==> src/rtl/rcpwm_pkg.sv <==
// Shared types and constants for the RC PWM capture block.
`timescale 1ns / 1ps
`default_nettype none

package rcpwm_pkg;

    localparam int DEF_CHANNELS = 8;
    localparam int NCH_MAX      = 8;
    localparam int CH_W         = 3;
    localparam int WIDTH_W      = 16;
    localparam int SHIFT_W      = 4;
    localparam int CFG_ADDR_W   = 3;

    localparam logic OP_PIN_EVENT = 1'b0;
    localparam logic OP_REPORT    = 1'b1;

    localparam logic [WIDTH_W-1:0] RESET_WIDTH      = 16'd3000;
    localparam logic [SHIFT_W-1:0] RESET_SHIFT      = 4'd1;
    localparam logic [NCH_MAX-1:0] RESET_INVERT     = 8'hFF;
    localparam logic [WIDTH_W-1:0] RESET_WIDTH_MIN  = 16'd2000;
    localparam logic [WIDTH_W-1:0] RESET_WIDTH_MAX  = 16'd4000;
    localparam logic [WIDTH_W-1:0] RESET_CENTER     = 16'd3000;

    typedef enum logic [CFG_ADDR_W-1:0] {
        REG_FILTER_ENABLE = 3'd0,
        REG_FILTER_SHIFT  = 3'd1,
        REG_INVERT_MASK   = 3'd2,
        REG_WIDTH_MIN     = 3'd3,
        REG_WIDTH_MAX     = 3'd4,
        REG_WIDTH_CENTER  = 3'd5
    } cfg_reg_e;

    typedef enum logic [1:0] {
        ST_IDLE,
        ST_SAMPLE,
        ST_REPORT
    } ctrl_state_t;

    typedef struct packed {
        logic            capture;
        logic            edge_step;
        logic            emit_step;
        logic [CH_W-1:0] chan;
        logic            last;
    } dp_cmd_t;

    typedef struct packed {
        logic out_free;
    } dp_sts_t;

endpackage

`default_nettype wire

==> src/rtl/rcpwm_ctrl.sv <==
// Controller state machine that sequences channel steps for samples and reports.
`timescale 1ns / 1ps
`default_nettype none

module rcpwm_ctrl
    import rcpwm_pkg::*;
#(
    parameter int CHANNELS = DEF_CHANNELS
) (
    input  wire logic    aclk,
    input  wire logic    aresetn,
    input  wire logic    s_valid,
    output logic         s_ready,
    input  wire logic    s_op,
    input  wire dp_sts_t sts,
    output dp_cmd_t      cmd
);

    localparam int CNT_W = $clog2(CHANNELS + 1);

    ctrl_state_t      state_reg, state_next;
    logic [CNT_W-1:0] cnt_reg, cnt_next;

    always_ff @(posedge aclk) begin
        if (!aresetn) begin
            state_reg <= ST_IDLE;
            cnt_reg   <= '0;
        end else begin
            state_reg <= state_next;
            cnt_reg   <= cnt_next;
        end
    end

    always_comb begin
        state_next = state_reg;
        cnt_next   = cnt_reg;
        unique case (state_reg)
            ST_IDLE: begin
                cnt_next = '0;
                if (s_valid) begin
                    state_next = (s_op == OP_REPORT) ? ST_REPORT : ST_SAMPLE;
                end
            end
            ST_SAMPLE: begin
                cnt_next = cnt_reg + CNT_W'(1);
                if (cnt_reg == CNT_W'(CHANNELS)) begin
                    state_next = ST_IDLE;
                end
            end
            ST_REPORT: begin
                if (sts.out_free) begin
                    cnt_next = cnt_reg + CNT_W'(1);
                    if (cnt_reg == CNT_W'(CHANNELS - 1)) begin
                        state_next = ST_IDLE;
                    end
                end
            end
            default: begin
                state_next = ST_IDLE;
            end
        endcase
    end

    always_comb begin
        s_ready       = 1'b0;
        cmd.capture   = 1'b0;
        cmd.edge_step = 1'b0;
        cmd.emit_step = 1'b0;
        cmd.chan      = CH_W'(cnt_reg);
        cmd.last      = (cnt_reg == CNT_W'(CHANNELS - 1));
        unique case (state_reg)
            ST_IDLE: begin
                s_ready     = 1'b1;
                cmd.capture = s_valid & (s_op == OP_PIN_EVENT);
            end
            ST_SAMPLE: begin
                cmd.edge_step = (cnt_reg < CNT_W'(CHANNELS));
            end
            ST_REPORT: begin
                cmd.emit_step = sts.out_free;
            end
            default: begin
                s_ready = 1'b0;
            end
        endcase
    end

endmodule

`default_nettype wire

==> src/rtl/rcpwm_dp.sv <==
// Datapath: configuration, per-channel capture state, smoothing filter and axis output register.
`timescale 1ns / 1ps
`default_nettype none

module rcpwm_dp
    import rcpwm_pkg::*;
#(
    parameter int CHANNELS = DEF_CHANNELS
) (
    input  wire logic                     aclk,
    input  wire logic                     aresetn,
    input  wire dp_cmd_t                  cmd,
    output dp_sts_t                       sts,
    input  wire logic [NCH_MAX-1:0]       s_pin_levels,
    input  wire logic [WIDTH_W-1:0]       s_time_stamp,
    input  wire logic                     cfg_wr_en,
    input  wire logic [CFG_ADDR_W-1:0]    cfg_addr,
    input  wire logic [WIDTH_W-1:0]       cfg_wdata,
    output logic                          m_valid,
    input  wire logic                     m_ready,
    output logic [CH_W-1:0]               m_channel,
    output logic signed [WIDTH_W-1:0]     m_axis_value,
    output logic                          m_last
);

    localparam int IDX_W = (CHANNELS > 1) ? $clog2(CHANNELS) : 1;

    logic                 filter_enable_reg;
    logic [SHIFT_W-1:0]   filter_shift_reg;
    logic [NCH_MAX-1:0]   invert_mask_reg;
    logic [WIDTH_W-1:0]   width_min_reg;
    logic [WIDTH_W-1:0]   width_max_reg;
    logic [WIDTH_W-1:0]   width_center_reg;

    logic [NCH_MAX-1:0]   prev_levels_reg;
    logic [NCH_MAX-1:0]   pins_reg;
    logic [NCH_MAX-1:0]   changed_reg;
    logic [WIDTH_W-1:0]   stamp_reg;

    logic [WIDTH_W-1:0]   rise_time_reg [CHANNELS];
    logic [WIDTH_W-1:0]   raw_width_reg [CHANNELS];
    logic [WIDTH_W-1:0]   smoothed_reg  [CHANNELS];
    logic [CHANNELS-1:0]  armed_reg;

    logic                 fpend_reg;
    logic [IDX_W-1:0]     fidx_reg;

    logic                 m_valid_reg;
    logic [CH_W-1:0]      m_channel_reg;
    logic [WIDTH_W-1:0]   m_axis_reg;
    logic                 m_last_reg;

    logic [IDX_W-1:0]     idx;
    logic                 ch_changed;
    logic                 ch_level;
    logic                 rise_take;
    logic                 fall_take;
    logic [WIDTH_W-1:0]   width_new;

    logic [WIDTH_W-1:0]   diff;
    logic signed [WIDTH_W:0]   step;
    logic signed [WIDTH_W+1:0] sum;
    logic [WIDTH_W-1:0]   smooth_next;

    logic [WIDTH_W-1:0]   sel_width;
    logic [WIDTH_W-1:0]   lo_width;
    logic [WIDTH_W-1:0]   clamp_width;
    logic [WIDTH_W-1:0]   centered;
    logic [WIDTH_W-1:0]   axis_next;

    assign idx        = cmd.chan[IDX_W-1:0];
    assign ch_changed = changed_reg[cmd.chan];
    assign ch_level   = pins_reg[cmd.chan];
    assign rise_take  = cmd.edge_step & ch_changed & ch_level;
    assign fall_take  = cmd.edge_step & ch_changed & ~ch_level & armed_reg[idx];
    assign width_new  = stamp_reg - rise_time_reg[idx];

    always_comb begin
        diff = raw_width_reg[fidx_reg] - smoothed_reg[fidx_reg];
        step = $signed({diff[WIDTH_W-1], diff}) >>> filter_shift_reg;
        sum  = $signed({2'b00, smoothed_reg[fidx_reg]}) + $signed({step[WIDTH_W], step});
        if (sum[WIDTH_W+1]) begin
            smooth_next = '0;
        end else if (sum[WIDTH_W]) begin
            smooth_next = '1;
        end else begin
            smooth_next = sum[WIDTH_W-1:0];
        end
    end

    always_comb begin
        sel_width   = filter_enable_reg ? smoothed_reg[idx] : raw_width_reg[idx];
        lo_width    = (sel_width < width_min_reg) ? width_min_reg : sel_width;
        clamp_width = (lo_width > width_max_reg) ? width_max_reg : lo_width;
        centered    = clamp_width - width_center_reg;
        axis_next   = invert_mask_reg[cmd.chan] ? (WIDTH_W'(0) - centered) : centered;
    end

    always_ff @(posedge aclk) begin
        if (!aresetn) begin
            filter_enable_reg <= 1'b0;
            filter_shift_reg  <= RESET_SHIFT;
            invert_mask_reg   <= RESET_INVERT;
            width_min_reg     <= RESET_WIDTH_MIN;
            width_max_reg     <= RESET_WIDTH_MAX;
            width_center_reg  <= RESET_CENTER;
        end else if (cfg_wr_en) begin
            unique case (cfg_addr)
                REG_FILTER_ENABLE: filter_enable_reg <= cfg_wdata[0];
                REG_FILTER_SHIFT:  filter_shift_reg  <= cfg_wdata[SHIFT_W-1:0];
                REG_INVERT_MASK:   invert_mask_reg   <= cfg_wdata[NCH_MAX-1:0];
                REG_WIDTH_MIN:     width_min_reg     <= cfg_wdata;
                REG_WIDTH_MAX:     width_max_reg     <= cfg_wdata;
                REG_WIDTH_CENTER:  width_center_reg  <= cfg_wdata;
                default: begin
                end
            endcase
        end
    end

    always_ff @(posedge aclk) begin
        if (cmd.capture) begin
            pins_reg    <= s_pin_levels;
            changed_reg <= s_pin_levels ^ prev_levels_reg;
            stamp_reg   <= s_time_stamp;
        end
    end

    always_ff @(posedge aclk) begin
        if (!aresetn) begin
            prev_levels_reg <= '0;
            armed_reg       <= '0;
            fpend_reg       <= 1'b0;
            fidx_reg        <= '0;
            for (int i = 0; i < CHANNELS; i++) begin
                rise_time_reg[i] <= '0;
                raw_width_reg[i] <= RESET_WIDTH;
                smoothed_reg[i]  <= RESET_WIDTH;
            end
        end else begin
            if (cmd.capture) begin
                prev_levels_reg <= s_pin_levels;
            end
            if (rise_take) begin
                rise_time_reg[idx] <= stamp_reg;
                armed_reg[idx]     <= 1'b1;
            end
            if (fall_take) begin
                raw_width_reg[idx] <= width_new;
                armed_reg[idx]     <= 1'b0;
            end
            fpend_reg <= fall_take & filter_enable_reg;
            fidx_reg  <= idx;
            if (fpend_reg) begin
                smoothed_reg[fidx_reg] <= smooth_next;
            end
        end
    end

    always_ff @(posedge aclk) begin
        if (!aresetn) begin
            m_valid_reg <= 1'b0;
        end else if (cmd.emit_step) begin
            m_valid_reg <= 1'b1;
        end else if (m_ready) begin
            m_valid_reg <= 1'b0;
        end
    end

    always_ff @(posedge aclk) begin
        if (cmd.emit_step) begin
            m_channel_reg <= cmd.chan;
            m_axis_reg    <= axis_next;
            m_last_reg    <= cmd.last;
        end
    end

    assign sts.out_free  = ~m_valid_reg | m_ready;
    assign m_valid       = m_valid_reg;
    assign m_channel     = m_channel_reg;
    assign m_axis_value  = $signed(m_axis_reg);
    assign m_last        = m_last_reg;

endmodule

`default_nettype wire

==> src/rtl/rc_pwm_capture_to_axes.sv <==
// Top level of the RC PWM pulse-width capture block with axis reporting.
// A pin-sample transaction is accepted while the controller is idle and then steps through
// the channels, one channel edge step per cycle through the shared capture and filter path.
// A report transaction emits CHANNELS results, one per cycle while m_ready is high;
// the first result is registered in the report state once the output register is free.
// Reset is synchronous and active low; it restores the config registers, control state and per-channel state.
`timescale 1ns / 1ps
`default_nettype none

module rc_pwm_capture_to_axes
    import rcpwm_pkg::*;
#(
    parameter int CHANNELS = DEF_CHANNELS
) (
    input  wire logic                     aclk,
    input  wire logic                     aresetn,
    input  wire logic                     s_valid,
    output logic                          s_ready,
    input  wire logic                     s_op,
    input  wire logic [NCH_MAX-1:0]       s_pin_levels,
    input  wire logic [WIDTH_W-1:0]       s_time_stamp,
    output logic                          m_valid,
    input  wire logic                     m_ready,
    output logic [CH_W-1:0]               m_channel,
    output logic signed [WIDTH_W-1:0]     m_axis_value,
    output logic                          m_last,
    input  wire logic                     cfg_wr_en,
    input  wire logic [CFG_ADDR_W-1:0]    cfg_addr,
    input  wire logic [WIDTH_W-1:0]       cfg_wdata
);

    dp_cmd_t cmd;
    dp_sts_t sts;

    rcpwm_ctrl #(
        .CHANNELS (CHANNELS)
    ) u_ctrl (
        .aclk    (aclk),
        .aresetn (aresetn),
        .s_valid (s_valid),
        .s_ready (s_ready),
        .s_op    (s_op),
        .sts     (sts),
        .cmd     (cmd)
    );

    rcpwm_dp #(
        .CHANNELS (CHANNELS)
    ) u_dp (
        .aclk         (aclk),
        .aresetn      (aresetn),
        .cmd          (cmd),
        .sts          (sts),
        .s_pin_levels (s_pin_levels),
        .s_time_stamp (s_time_stamp),
        .cfg_wr_en    (cfg_wr_en),
        .cfg_addr     (cfg_addr),
        .cfg_wdata    (cfg_wdata),
        .m_valid      (m_valid),
        .m_ready      (m_ready),
        .m_channel    (m_channel),
        .m_axis_value (m_axis_value),
        .m_last       (m_last)
    );

endmodule

`default_nettype wire
==> config.mk <==
export PLATFORM = sky130hd
export DESIGN_NAME = rc_pwm_capture_to_axes
export DESIGN_NICKNAME = d
export VERILOG_FILES = /design/src/rtl/rcpwm_pkg.sv /design/src/rtl/rcpwm_ctrl.sv /design/src/rtl/rcpwm_dp.sv /design/src/rtl/rc_pwm_capture_to_axes.sv
export SDC_FILE = /design/constraint.sdc
export NUM_CORES = 1
export LEC_CHECK = 0
export ABC_AREA = 1
export BUFFER_PORTS_ARGS = -buffer_cell sky130_fd_sc_hd__buf_2
export CAP_MARGIN = 20
export CORE_MARGIN = 10
export CORE_UTILIZATION = 60
export CTS_CLUSTER_DIAMETER = 200
export DETAILED_ROUTE_END_ITERATION = 10
export GPL_ROUTABILITY_DRIVEN = 0
export HOLD_SLACK_MARGIN = 0.03
export PLACE_DENSITY_LB_ADDON = 0.12
export SYNTH_ARGS = -nofsm -noshare
export SYNTH_HDL_FRONTEND = slang
export SYNTH_SLANG_ARGS = --single-unit
export TNS_END_PERCENT = 5
==> constraint.sdc <==
create_clock -name aclk -period 9.3 [get_ports aclk]
set_input_delay 1.86 -clock aclk [delete_from_list [all_inputs] [get_ports aclk]]
set_output_delay 1.86 -clock aclk [all_outputs]
set_load 0.03 [all_outputs]
==> flow_metrics.env, run 1 <==
export IMPL_status="finished, final reports clean"
export IMPL_finalMaxSlewViolations=0
export IMPL_end_kind="flip-flop"
export IMPL_ys_seq_area_frac=0.524
export IMPL_timing_final_crit_share=0.894
export IMPL_wire_per_inst_um=22.0
export IMPL_synth_distinct_cells=54
export IMPL_post_dp_cell_area_mm2=0.0292
export IMPL_syn_cell_area_mm2=0.0285
export IMPL_cap_violations=0
export IMPL_start_kind="flip-flop"
export IMPL_via_count=24100
export IMPL_ioPinCount=71
export IMPL_tightest_slew_ps=1090
export IMPL_required_ps=9680
export IMPL_synth_most_common_cell="nand2_1"
export IMPL_r2r_cells=36
export IMPL_drt_iter0_drc=3146
export IMPL_grt_pass1_wl_mm=129
export IMPL_worst_path_most_repeated_cell="nand2_1"
export IMPL_rsz0062_at_grt="no"
export IMPL_fmax_mhz=120
export IMPL_cts_made_buffers=54
export IMPL_fillers=3711
export IMPL_arrival_ps=8690
export IMPL_synth_cells=3175
export IMPL_grt_pass1_vias=23300
export IMPL_seq_area_mm2=0.0149
export IMPL_routed_via_density=6.27
export IMPL_cts_buffer_depth=3
export IMPL_cpPeakStageDelay_ps=830
export IMPL_clock_latency_ps=630
export IMPL_n_antenna_cell=0
export IMPL_min_to="u_dp.width_center_reg[12]$_SDFFE_PN0P_"
export IMPL_synth_top_area_cell="edfxtp_1"
export IMPL_hp_class="reg2reg"
export IMPL_skew_ps=34.5
export IMPL_p_sw_w=0.00485
export IMPL_clkSinkCount=527
export IMPL_cts_tree="done"
export IMPL_syn_area_per_cell_um2=8.96
export IMPL_setup_violations=0
export IMPL_ys_dominant_reg_cell="edfxtp_1"
export IMPL_yosys_warnings=0
export IMPL_multi_input_area_mm2=0.0117
export IMPL_std_cell_rows=79
export IMPL_dr_pass1_iters=6
export IMPL_r2r_end="u_dp.m_axis_value[15]$_DFFE_PP_"
export IMPL_hold_ws_ps=474
export IMPL_grt_max_degree=209
export IMPL_die_x_um=238
export IMPL_cts_hold_buf=0
export IMPL_post_cts_buffers=0
export IMPL_min_path_cells=2
export IMPL_tns_ps=0
export IMPL_die_y_um=238
export IMPL_htreeDepth=2
export IMPL_post_cts_resized=0
export IMPL_netlist_top_cells_count="nand2_1 (511), nor2_1 (483), edfxtp_1 (436), o21ai_0 (346), inv_1 (295)"
export IMPL_areaGrowthSynthToFinish_pct=9.10
export IMPL_dpl_hpwl_mm=55.6
export IMPL_combinationalPowerShare=0.526
export IMPL_vdd_drop_max_mv=0.263
export IMPL_synth_top_cell_area_share=0.460
export IMPL_synth_edf_count=436
export IMPL_core_area_mm2=0.0468
export IMPL_syn_nets=3328
export IMPL_antenna_found_initial=0
export IMPL_drc=0
export IMPL_path_class="reg2reg"
export IMPL_final_area_mm2=0.0310
export IMPL_layout_nets=3347
export IMPL_gr_total_overflow=0
export IMPL_grt_use_total=0.291
export IMPL_route_antenna_remaining_nets=0
export IMPL_ff2ff_setup_slack_ps=990
export IMPL_netlist_top_cells_area="edfxtp_1 (46%), nand2_1 (6.7%), dfxtp_1 (6.4%), nor2_1 (6.4%), o21ai_0 (6.1%)"
export IMPL_p_leak_nw=12.2
export IMPL_fin_crit_ps=8310
export IMPL_start_util=0.609
export IMPL_final_hold_viol_count=0
export IMPL_internal_power_w=0.00576
export IMPL_async_flop_share=0
export IMPL_port_buffer_count=70
export IMPL_power_density_mw_per_mm2=342
export IMPL_clock_power_share=0.203
export IMPL_dieArea_mm2=0.0565
export IMPL_seq_power_share=0.271
export IMPL_crit_fanout=33
export IMPL_switching_share=0.457
export IMPL_drive_gt1_frac=0.0775
export IMPL_relSlewSlack=0.266
export IMPL_cts_root_buf="clkbuf_16"
export IMPL_path_clk_slew_ps=60
export IMPL_ys_ff_latch=527
export IMPL_hold_start="u_dp.width_center_reg[12]$_SDFFE_PN0P_"
export IMPL_cpMaxStageDelayCell="clkinv_1"
export IMPL_drt_wl_total_mm=84.5
-- area by class of cell --
class                   count  share of cell area
repair buffers            110              0.0227
flip-flops and latches    527               0.481
clock inverters            26             0.00834
clock buffers              74              0.0476
multi-input cells        2174               0.376
inverters                 327              0.0396
well taps                 607              0.0245
-- through the flow --
| step | setup WS (ps) | util | power [W] | cells |
|---|---|---|---|---|
| global route | 190 | 0.664 | 0.0113 | 3845 |
| CTS | 1060 | 0.663 | 0.0105 | 3842 |
| floorplan | 2800 | - | 0.00706 | 3175 |
| global placement | 1440 | 0.625 | 0.00823 | 3742 |
| finish | 986 | 0.664 | 0.0106 | 3845 |
| detailed placement | 1100 | 0.625 | 0.00834 | 3742 |
-- placed cells by master, fill, tap and decap left out, types with 16 or more instances in the layout --
master	netlist	routed
nand2_1	511	511
nor2_1	483	483
edfxtp_1	436	436
o21ai_0	346	338
inv_1	295	293
a21oi_1	178	177
nand3_1	125	125
ha_1	100	100
dfxtp_1	91	88
buf_2	5	69
o211ai_1	59	59
xor2_1	57	57
clkbuf_16	0	55
a221oi_1	45	45
o22ai_1	39	39
buf_4	4	37
nor3_1	29	27
clkinv_1	17	26
nand4_1	25	25
o221ai_1	23	23
a22oi_1	21	21
o2bb2ai_1	17	17
inv_2	15	16
clkbuf_1	117	16
-- metal layers --
| layer | track usage | share of wire |
|---|---|---|
| met5 | 0 | 0 |
| met4 | 0.160 | 0.056 |
| met3 | 0.0455 | 0.092 |
| met2 | 0.483 | 0.47 |
| met1 | 0.361 | 0.38 |
-- worst max-delay path by stage --
stage	startpoint	to	slack (ps)	cells after the start
6_report	flip-flop	u_dp.m_axis_value[15]$_DFFE_PP_	990	36
5_1_grt	flip-flop	u_dp.m_axis_value[15]$_DFFE_PP_	190	36
4_1_cts	flip-flop	u_dp.m_axis_value[15]$_DFFE_PP_	1060	38
3_5_place_dp	flip-flop	u_dp.m_axis_value[15]$_DFFE_PP_	1100	38
3_3_place_gp	flip-flop	u_dp.m_axis_value[15]$_DFFE_PP_	1440	38
2_1_floorplan	flip-flop	u_dp.m_axis_value[15]$_DFFE_PP_	2800	43
-- power groups by stage --
stage / Sequential [W] / Combinational, W / Clock [W]
final: 0.00287 / 0.00558 / 0.00216
after CTS: 0.00287 / 0.00547 / 0.00216
after global placement: 0.00291 / 0.00532 / 0
after global routing: 0.00288 / 0.00614 / 0.00226
after detailed placement: 0.00292 / 0.00542 / 0
after floorplan: 0.00298 / 0.00409 / 0
-- critical path: cells and delay by family (launching register included) --
family	cells	cell delay [ps]
simple gates	19	2650
compound gates	10	2080
buf+inv	2	1370
fa+ha+maj	4	1280
flops	1	330
xor+xnor	1	290
-- cell families after synthesis --
kind of cell / count (synthesis) / share of synthesized area
adder cells (fa/ha/maj): 104 / 0.0468
AO/OA/AOI/OAI: 792 / 0.168
flip-flops: 527 / 0.524
XOR/XNOR: 73 / 0.0227
buffers and inverters: 474 / 0.0656
AND/OR/NAND/NOR: 1205 / 0.173
Note: power is estimated with default switching activity, not from simulation.
==> run 2: changes to the inputs <==
--- a/config.mk
+++ b/config.mk
@@ -8,7 +8,6 @@
 export ABC_AREA = 1
 export BUFFER_PORTS_ARGS = -buffer_cell sky130_fd_sc_hd__buf_2
 export CAP_MARGIN = 20
-export CORE_MARGIN = 10
 export CORE_UTILIZATION = 60
 export CTS_CLUSTER_DIAMETER = 200
 export DETAILED_ROUTE_END_ITERATION = 10
==> flow_metrics.env, run 2 (same netlist as run 1, synthesis figures left out) <==
export IMPL_final_common_cell="nand2_1"
export IMPL_path_class="reg2reg"
export IMPL_route_antenna_remaining_nets=0
export IMPL_hold_start="u_dp.invert_mask_reg[6]$_SDFFE_PN1P_"
export IMPL_start_kind="flip-flop"
export IMPL_dieArea_mm2=0.0483
export IMPL_finalMaxSlewViolations=0
export IMPL_hp_class="reg2reg"
export IMPL_grt_pass1_wl_mm=130
export IMPL_combinationalPowerShare=0.530
export IMPL_setup_violations=0
export IMPL_routed_via_density=6.38
export IMPL_tightest_slew_ps=1090
export IMPL_drt_wl_total_mm=86.8
export IMPL_seq_power_share=0.266
export IMPL_gr_total_overflow=0
export IMPL_cts_root_buf="clkbuf_16"
export IMPL_dr_pass1_iters=7
export IMPL_cpMaxStageDelayCell="nand2_1"
export IMPL_dpl_hpwl_mm=57.3
export IMPL_cap_violations=0
export IMPL_relSlewSlack=0.268
export IMPL_cts_buffer_depth=3
export IMPL_drt_iter0_drc=3147
export IMPL_drc=0
export IMPL_antenna_found_initial=2
export IMPL_post_cts_buffers=0
export IMPL_seq_area_mm2=0.0149
export IMPL_internal_power_w=0.00582
export IMPL_rsz0062_at_grt="no"
export IMPL_cts_tree="done"
export IMPL_skew_ps=45.8
export IMPL_p_sw_w=0.00500
export IMPL_switching_share=0.462
export IMPL_start_util=0.610
export IMPL_clkSinkCount=527
export IMPL_die_y_um=220
export IMPL_core_area_mm2=0.0467
export IMPL_grt_max_degree=209
export IMPL_grt_use_total=0.358
export IMPL_grt_pass1_vias=23500
export IMPL_fillers=3740
export IMPL_drive_gt1_frac=0.0811
export IMPL_post_cts_resized=0
export IMPL_cpPeakStageDelay_ps=480
export IMPL_multi_input_area_mm2=0.0117
export IMPL_clock_power_share=0.204
export IMPL_end_kind="flip-flop"
export IMPL_status="finished, final reports clean"
export IMPL_dp_cells=3745
export IMPL_clock_latency_ps=640
export IMPL_std_cell_rows=79
export IMPL_port_buffer_count=70
export IMPL_die_x_um=220
export IMPL_htreeDepth=2
export IMPL_ioPinCount=71
export IMPL_arrival_ps=8400
export IMPL_fin_crit_ps=8030
export IMPL_p_total_w=0.0108
export IMPL_final_cell_mix="nand2_1 (511), nor2_1 (483), edfxtp_1 (436)"
export IMPL_cts_made_buffers=55
export IMPL_final_hold_viol_count=0
export IMPL_vdd_drop_max_mv=0.240
export IMPL_finalNonFillerCells=3850
export IMPL_power_density_mw_per_mm2=348
export IMPL_layout_nets=3350
export IMPL_fmax_mhz=125
export IMPL_crit_fanout=54
export IMPL_cts_hold_buf=0
export IMPL_wire_per_inst_um=22.6
export IMPL_required_ps=9670
export IMPL_worst_path_most_repeated_cell="nand2_1"
export IMPL_p_leak_nw=12.3
export IMPL_via_count=24600
export IMPL_path_clk_slew_ps=60
export IMPL_timing_final_crit_share=0.863
export IMPL_areaGrowthSynthToFinish_pct=9.35
export IMPL_tns_ps=0
## run 2: path summary, 6_finish.rpt
path | end | slack [ps] | depth (start not counted)
setup reg to reg | u_dp.m_axis_value[15]$_DFFE_PP_ | 1270 | 38
hold / removal | u_dp.invert_mask_reg[6]$_SDFFE_PN1P_ | 460 | 2
hold reg to reg | u_dp.invert_mask_reg[6]$_SDFFE_PN1P_ | 460 | 2
setup / recovery | u_dp.m_axis_value[15]$_DFFE_PP_ | 1270 | 38
## run 2: critical path, delay by kind of cell, from the launching register on
family	cells	cell delay (ps)
AOI/OAI and AO/OA	11	2080
xor gates and xnor gates	1	290
adders and majority gates	4	1300
buffers and inverters	2	870
DFF	1	360
and+or+nand+nor	20	2770
## run 2: through the flow
step,setup slack (ps),hold slack [ps],instance area [um2],utilization
6_report,1270,463,31100,0.667
5_1_grt,651,475,31100,0.667
4_1_cts,1160,463,31100,0.666
3_5_place_dp,1290,448,29300,0.627
3_3_place_gp,1560,441,29300,0.627
2_1_floorplan,2800,403,28500,-
## run 2: area by class of cell
cell class                      count  area share
Antenna cell                        1   0.0000804
Clock buffer                       76      0.0503
Clock inverter                     26     0.00776
Inverter                          327      0.0395
Multi-Input combinational cell   2174       0.376
Sequential cell                   527       0.480
Tap cell                          607      0.0244
Timing Repair Buffer              112      0.0225
## run 2: layer usage
metal  vias to the layer above  wire length (um)  global-route usage
met1                     11500             32000               0.451
met4                         4              4810               0.194
met2                      1626             39900               0.577
met5                         -                31                   0
met3                       338             10100              0.0743
li1                      11100                 -                   -
## run 2: power by group through the flow
stage,Clock (W),Sequential (W),Combinational [W]
after CTS,0.00221,0.00287,0.00559
after detailed placement,0,0.00292,0.00554
final,0.00221,0.00287,0.00574
after floorplan,0,0.00298,0.00409
after global routing,0.00230,0.00289,0.00627
after global placement,0,0.00292,0.00542
